<file path="src/rtl/core/gbre_pkg.sv">
// Shared types and constants for the GF(2) bit-matrix row engine.
// No dependencies; imported by the word ALU and the top level.
`default_nettype none

package gbre_pkg;

    localparam int WORD_W    = 32;
    localparam int BIT_SEL_W = 5;
    localparam int CFG_W     = 3;
    localparam int POS_W     = 7;

    localparam logic [CFG_W-1:0] ROW_WORDS_RESET = 3'd4;

    typedef enum logic [1:0] {
        MODE_READ   = 2'd0,
        MODE_TOGGLE = 2'd1,
        MODE_ADD    = 2'd2,
        MODE_GAP    = 2'd3
    } mode_t;

    typedef struct packed {
        logic [WORD_W-1:0]    wr_data;
        logic                 bit_val;
        logic                 zero_found;
        logic [BIT_SEL_W-1:0] zero_pos;
    } alu_out_t;

endpackage

`default_nettype wire

</file>
<file path="src/rtl/core/gbre_word_alu.sv">
// Shared word unit: bit extract, bit toggle, row-word XOR, lowest-zero search.
// Depends on gbre_pkg.
`default_nettype none

module gbre_word_alu (
    input  wire gbre_pkg::mode_t  op,
    input  wire logic [31:0]      word_a,
    input  wire logic [31:0]      word_b,
    input  wire logic [4:0]       bit_sel,
    input  wire logic             gap_full,
    input  wire logic [4:0]       gap_bits,
    output gbre_pkg::alu_out_t    res
);
    import gbre_pkg::*;

    logic [WORD_W-1:0] bit_mask;
    logic [WORD_W-1:0] lim_mask;
    logic [WORD_W-1:0] free_bits;

    always_comb begin
        bit_mask  = WORD_W'(1) << bit_sel;
        // columns of this word that lie below the scan limit
        lim_mask  = gap_full ? '1 : ((WORD_W'(1) << gap_bits) - WORD_W'(1));
        free_bits = ~word_a & lim_mask;

        res         = '0;
        res.bit_val = word_a[bit_sel];
        case (op)
            MODE_TOGGLE: res.wr_data = word_a ^ bit_mask;
            MODE_ADD:    res.wr_data = word_a ^ word_b;
            default:     res.wr_data = word_a;
        endcase

        res.zero_found = |free_bits;
        for (int i = WORD_W - 1; i >= 0; i--) begin
            if (free_bits[i]) begin
                res.zero_pos = BIT_SEL_W'(i);
            end
        end
    end

endmodule

`default_nettype wire

</file>
<file path="config.mk">
export PLATFORM = sky130hd
export DESIGN_NAME = gbre_word_alu
export DESIGN_NICKNAME = d
export VERILOG_FILES = /design/src/rtl/core/gbre_pkg.sv /design/src/rtl/core/gbre_word_alu.sv
export SDC_FILE = /design/constraint.sdc
export NUM_CORES = 1
export LEC_CHECK = 0
export BUFFER_PORTS_ARGS = -buffer_cell sky130_fd_sc_hd__buf_2
export CAP_MARGIN = 25
export CELL_PAD_IN_SITES_DETAIL_PLACEMENT = 0
export CELL_PAD_IN_SITES_GLOBAL_PLACEMENT = 2
export CORE_MARGIN = 1
export CORE_UTILIZATION = 26
export DETAILED_ROUTE_END_ITERATION = 8
export MAX_ROUTING_LAYER = met4
export PLACE_DENSITY = 0.95
export SYNTH_ARGS = -nofsm -noshare
export SYNTH_HDL_FRONTEND = slang
export SYNTH_SLANG_ARGS = --single-unit
</file>
<file path="constraint.sdc">
create_clock -name vclk -period 6.6
set_input_delay 1.32 -clock vclk [all_inputs]
set_output_delay 1.32 -clock vclk [all_outputs]
set_load 0.02 [all_outputs]
</file>
==> results of run 1 <==
## per-stage QoR
step	cell area, sq um	hold slack [ns]
after floorplan	2210	2.77
after global placement	2790	2.97
after detailed placement	2790	2.98
after CTS	2790	2.98
after global routing	2790	2.99
final	2790	2.98
## cell families after synthesis
kind of cell | count (synthesis) | synth area share
AOI/OAI and AO/OA | 113 | 0.355
muxes | 12 | 0.112
xor gates and xnor gates | 33 | 0.131
and+or+nand+nor | 140 | 0.320
adders and majority gates | 2 | 0.0113
buffers and inverters | 34 | 0.0702
## cell usage after synthesis, drive strengths merged, types with 5 or more instances
master  number
a21o         8
a21oi       17
a22oi       32
a31oi       12
buf         17
clkbuf      12
inv          5
mux4        10
nand2       14
nand2b       5
nand3        8
nor2        67
nor2b        5
nor3        14
nor4         7
o21ai       14
xor2        32
## power groups by stage
stage	clock (W)	sequential, W	combinational, W
floorplan	0	0	0.000138
global placement	0	0	0.000214
detailed placement	0	0	0.000213
CTS	0	0	0.000214
global route	0	0	0.000234
finish	0	0	0.000214
## placed cells by master, fill, tap and decap left out, types with 2 or more instances in the layout
cell type  count
a211o_1        3
a21o_1         8
a21oi_1       17
a221oi_1       2
a22oi_1       32
a31oi_1       11
and2_1         3
buf_2        116
ha_1           2
inv_1          4
mux2_2         2
mux4_2        10
nand2_1       14
nand2b_1       5
nand3_1        8
nand4_1        3
nand4b_1       3
nor2_1        67
nor2b_1        4
nor3_1        13
nor3b_1        3
nor4_1         5
nor4bb_1       2
o2111ai_1      2
o211a_1        2
o211ai_1       4
o21a_1         4
o21ai_0       12
o21bai_1       3
o22ai_1        3
o31ai_1        2
or3_1          2
or4_1          3
xor2_1        32
## final timing paths
kind,startpoint,to,slack (ns),cells past startpoint
worst max-delay path,gap_bits[4],res[0],0.65,11
worst min-delay path,word_a[7],res[14],2.98,3
## worst max-delay path, delay by kind of cell
kind	cells	cell delay [ns]
buffers and inverters	2	0.40
adder cells (fa/ha/maj)	1	0.53
AND/OR/NAND/NOR	4	1.41
multiplexers	1	0.41
AO/OA/AOI/OAI	3	0.56
## cell type report
class | instances | area [sq um] | area share
multi-input combinational | 300 | 2050 | 0.736
tap | 105 | 131 | 0.0471
timing repair buffer | 117 | 588 | 0.211
inverter | 5 | 18.8 | 0.00672
## routing by layer
layer  track usage  share of wire
met4        0.0167          0.010
met2         0.338           0.47
met3        0.0138          0.078
met5             -              0
met1         0.279           0.44
==> flow_summary.yaml, run 1 <==
final_layout:
  drive_gt1_frac: 0.327
  clock_buffers: 0
  seq_cell_count: 0
  nFillCells: 920
  areaGrowthSynthToFinish_pct: 26.4
  finalNetCount: 503
  final-seq-area_sq_um: 0
  stdcell_count: 527
  diodes: 0
  fin_util: 0.340
pwr:
  clkPwrFrac: 0
  power_density_mw_per_mm2: 76.8
  vdd_drop_max_mv: 0.0388
  p_int_w: 0.0000813
  p_comb_frac: 1.000
  power_w: 0.000214
  leakage_nw: 1.21
  seqPwrFrac: 0
  switchingPower_w: 0.000133
  swShare: 0.620
routing:
  post-route-drc-count: 0
  firstDrtPassIters: 4
  vias: 2968
  drt_wl_total_mm: 9.10
  first_iter_violations: 261
  viasPerCell: 5.63
  postRouteAntennaNets: 0
  drt-wirelength-per-cell_microns: 17.3
floorplan:
  pin_count: 116
  start_util: 0.269
  fp.dieH_microns: 94.2
  die_w_microns: 94.2
  dieArea_sq_mm: 0.00887
  rows: 33
  core_area_sq_mm: 0.00822
timing:
  finalHoldViolCount: 0
  period_share: 0.902
  finalSetupViolCount: 0
  rsz0062_at_grt: "no"
  slew_violations: 0
  fin_crit_ns: 5.95
  setup_slack_ns: 0.646
  maxSlewHeadroom: 0.383
  worst_pin_slew_ns: 0.926
  fin_tns_setup_ns: 0
  fmax_mhz: 168
synth:
  synth_area_leader_cell: "xor2_1"
  syn_inst: 334
  postSynthAreaPerCell_sq_um: 6.61
  synth_area_leaders: "xor2_1 13%, nor2_1 11%, a22oi_1 11%, mux4_2 10%, a21oi_1 3.9%"
  syn_nets: 413
  synth_top_area_frac: 0.127
  yosys_warnings: 0
  seq_area_frac_synth: 0
  syn_area_sq_mm: 0.00221
  synth_cell_types: 53
critical_path:
  crit_required_ns: 5.28
  cp-start-kind: "input pin"
  path_class: "in -> out"
  cp.arrival_ns: 4.63
  cp_common_cell: "buf_2"
  cp_cell_sequence: "buf_2, nor4_1, nand2_1, ha_1, mux2_2, a221oi_1, nor2_1, or4_1, a21oi_1, a21o_1, buf_2"
  crit_slowest_cell: "nor4_1"
  slowest_delay_ns: 0.59
  path_max_fanout: 29
  cp-end-kind: "output port"
cts:
  ctsHoldBuffers: 0
  post-cts-setup-buffer-count: 0
  cts_resized: 0
placed_design:
  port_buffers: 116
  gp_congestion: 0.939
  dp_hpwl_mm: 7.35
  dpl.cell_count: 527
  pre_cts_slack_ns: 0.669
min_path:
  hold_path.class: "in -> out"
outcome:
  status: "finished clean"
flow_run:
  max-cap-violations: 0
global_route:
  gr-total-overflow: 0
  grt_max_degree: 38
  grt_antenna_before_repair: 0
  grt_pass1_vias: 2643
  track_usage: 0.203
  grt_pass1_wl_mm: 14.0
Note: power is estimated with default switching activity, not from simulation.
==> run 2, diff against run 1 <==
--- a/config.mk
+++ b/config.mk
@@ -7,10 +7,9 @@
 export LEC_CHECK = 0
 export BUFFER_PORTS_ARGS = -buffer_cell sky130_fd_sc_hd__buf_2
 export CAP_MARGIN = 25
-export CELL_PAD_IN_SITES_DETAIL_PLACEMENT = 0
-export CELL_PAD_IN_SITES_GLOBAL_PLACEMENT = 2
-export CORE_MARGIN = 1
-export CORE_UTILIZATION = 26
+export CELL_PAD_IN_SITES_DETAIL_PLACEMENT = 1
+export CELL_PAD_IN_SITES_GLOBAL_PLACEMENT = 1
+export CORE_UTILIZATION = 34
 export DETAILED_ROUTE_END_ITERATION = 8
 export MAX_ROUTING_LAYER = met4
 export PLACE_DENSITY = 0.95
==> run 2 against run 1 <==
Compared with the run above: sequential share of layout area is the same; non-clock buffer count is the same; final cell count shrank 5.7%; flip-flop and latch count is the same; count of clock-buffer cells in the layout is the same; global-route usage grew 8.4 points; largest power group unchanged.
==> flow_summary.yaml, run 2 (synthesis gave the netlist of run 1 again) <==
routing:
  first_iter_violations: 141
  drt-wirelength-per-cell_microns: 19.5
  drt-met1-wl_mm: 4.15
  top_layer: "met4"
  viasPerCell: 6.10
  postRouteAntennaNets: 0
  vias: 3031
  wl_met2_mm: 4.80
  firstDrtPassIters: 4
  drt_wl_total_mm: 9.70
  wl_met3_microns: 640
  post-route-drc-count: 0
final_layout:
  drive_gt1_frac: 0.327
  areaGrowthSynthToFinish_pct: 24.7
  multiInputGateArea_sq_mm: 0.00205
  final_common_cell: "buf_2"
  nFillCells: 845
  layout_common_cells: "116 x buf_2, 67 x nor2_1, 32 x a22oi_1, 32 x xor2_1, 17 x a21oi_1"
  seq_cell_count: 0
  diodes: 0
  clock_buffers: 0
  fin_util: 0.452
  final-seq-area_sq_um: 0
  finalNetCount: 503
global_route:
  grt_max_degree: 38
  track_usage: 0.287
  grt_pass1_vias: 2882
  gr-total-overflow: 0
  grt_antenna_before_repair: 0
  grt_pass1_wl_mm: 14.7
placed_design:
  pre_cts_slack_ns: 0.752
  gp_congestion: 0.948
  dp_hpwl_mm: 7.83
  port_buffers: 116
timing:
  setup_slack_ns: 0.683
  slew_violations: 0
  period_share: 0.897
  fin_crit_ns: 5.92
  finalSetupViolCount: 0
  finalHoldViolCount: 0
  fin_tns_setup_ns: 0
  maxSlewHeadroom: 0.371
  rsz0062_at_grt: "no"
  fmax_mhz: 169
  worst_pin_slew_ns: 0.944
critical_path:
  critPathLaunch: "gap_bits[2]"
  cp-start-kind: "input pin"
  cp-end-kind: "output port"
  cp.arrival_ns: 4.60
  crit_required_ns: 5.28
  path_max_fanout: 29
  path_class: "in -> out"
min_path:
  hp-start: "word_a[7]"
  hold_path.class: "in -> out"
pwr:
  leakage_nw: 1.21
  vdd_drop_max_mv: 0.0406
  power_density_mw_per_mm2: 79.6
cts:
  post-cts-setup-buffer-count: 0
  cts_resized: 0
  ctsHoldBuffers: 0
floorplan:
  dieArea_sq_mm: 0.00682
  die_w_microns: 82.6
  start_util: 0.362
  core_area_sq_mm: 0.00610
  fp.dieH_microns: 82.6
  rows: 28
  pin_count: 116
flow_run:
  max-cap-violations: 0
outcome:
  status: "finished clean"
[run 2: cell counts in the layout (fill, tap and decap cells not counted)]
No cell type changed its count.
[run 2: worst max-delay path, stage by stage]
cell,delay [ns]
buf_2,0.39
nor3_1,0.19
nand2_1,0.12
ha_1,0.77
nor4_1,0.14
mux2_2,0.30
a221oi_1,0.26
nor2_1,0.14
or4_1,0.54
a21oi_1,0.14
a21o_1,0.12
buf_2,0.15
[run 2: cell type report]
type,instances,share of cell area
timing repair buffer,117,0.214
multi-input combinational,300,0.746
tap,75,0.0341
inverter,5,0.00682
[run 2: final timing paths]
path	endpoint	slack (ns)	cells after the start
setup / recovery	res[0]	0.68	12
hold / removal	res[14]	2.98	3
[run 2: metrics by stage]
stage / hold slack [ns] / power, W / std cells / cell area, sq um
after CTS: 2.98 / 0.000217 / 497 / 2750
after floorplan: 2.77 / 0.000138 / 334 / 2210
after global placement: 2.97 / 0.000212 / 497 / 2750
after detailed placement: 2.98 / 0.000216 / 497 / 2750
after global routing: 2.99 / 0.000237 / 497 / 2750
final: 2.98 / 0.000219 / 497 / 2750
[run 2: where the power goes]
group	switching (W)	leakage [nW]	internal [W]	total [W]
registers	0	0	0	0
clock network	0	0	0	0
logic	0.000138	1.21	0.0000814	0.000219
[run 2: per-layer routing]
layer,global-route usage,vias up
met3,0.0132,10
met5,-,-
met4,0.0379,0
li1,-,1441
met2,0.502,129
met1,0.374,1451
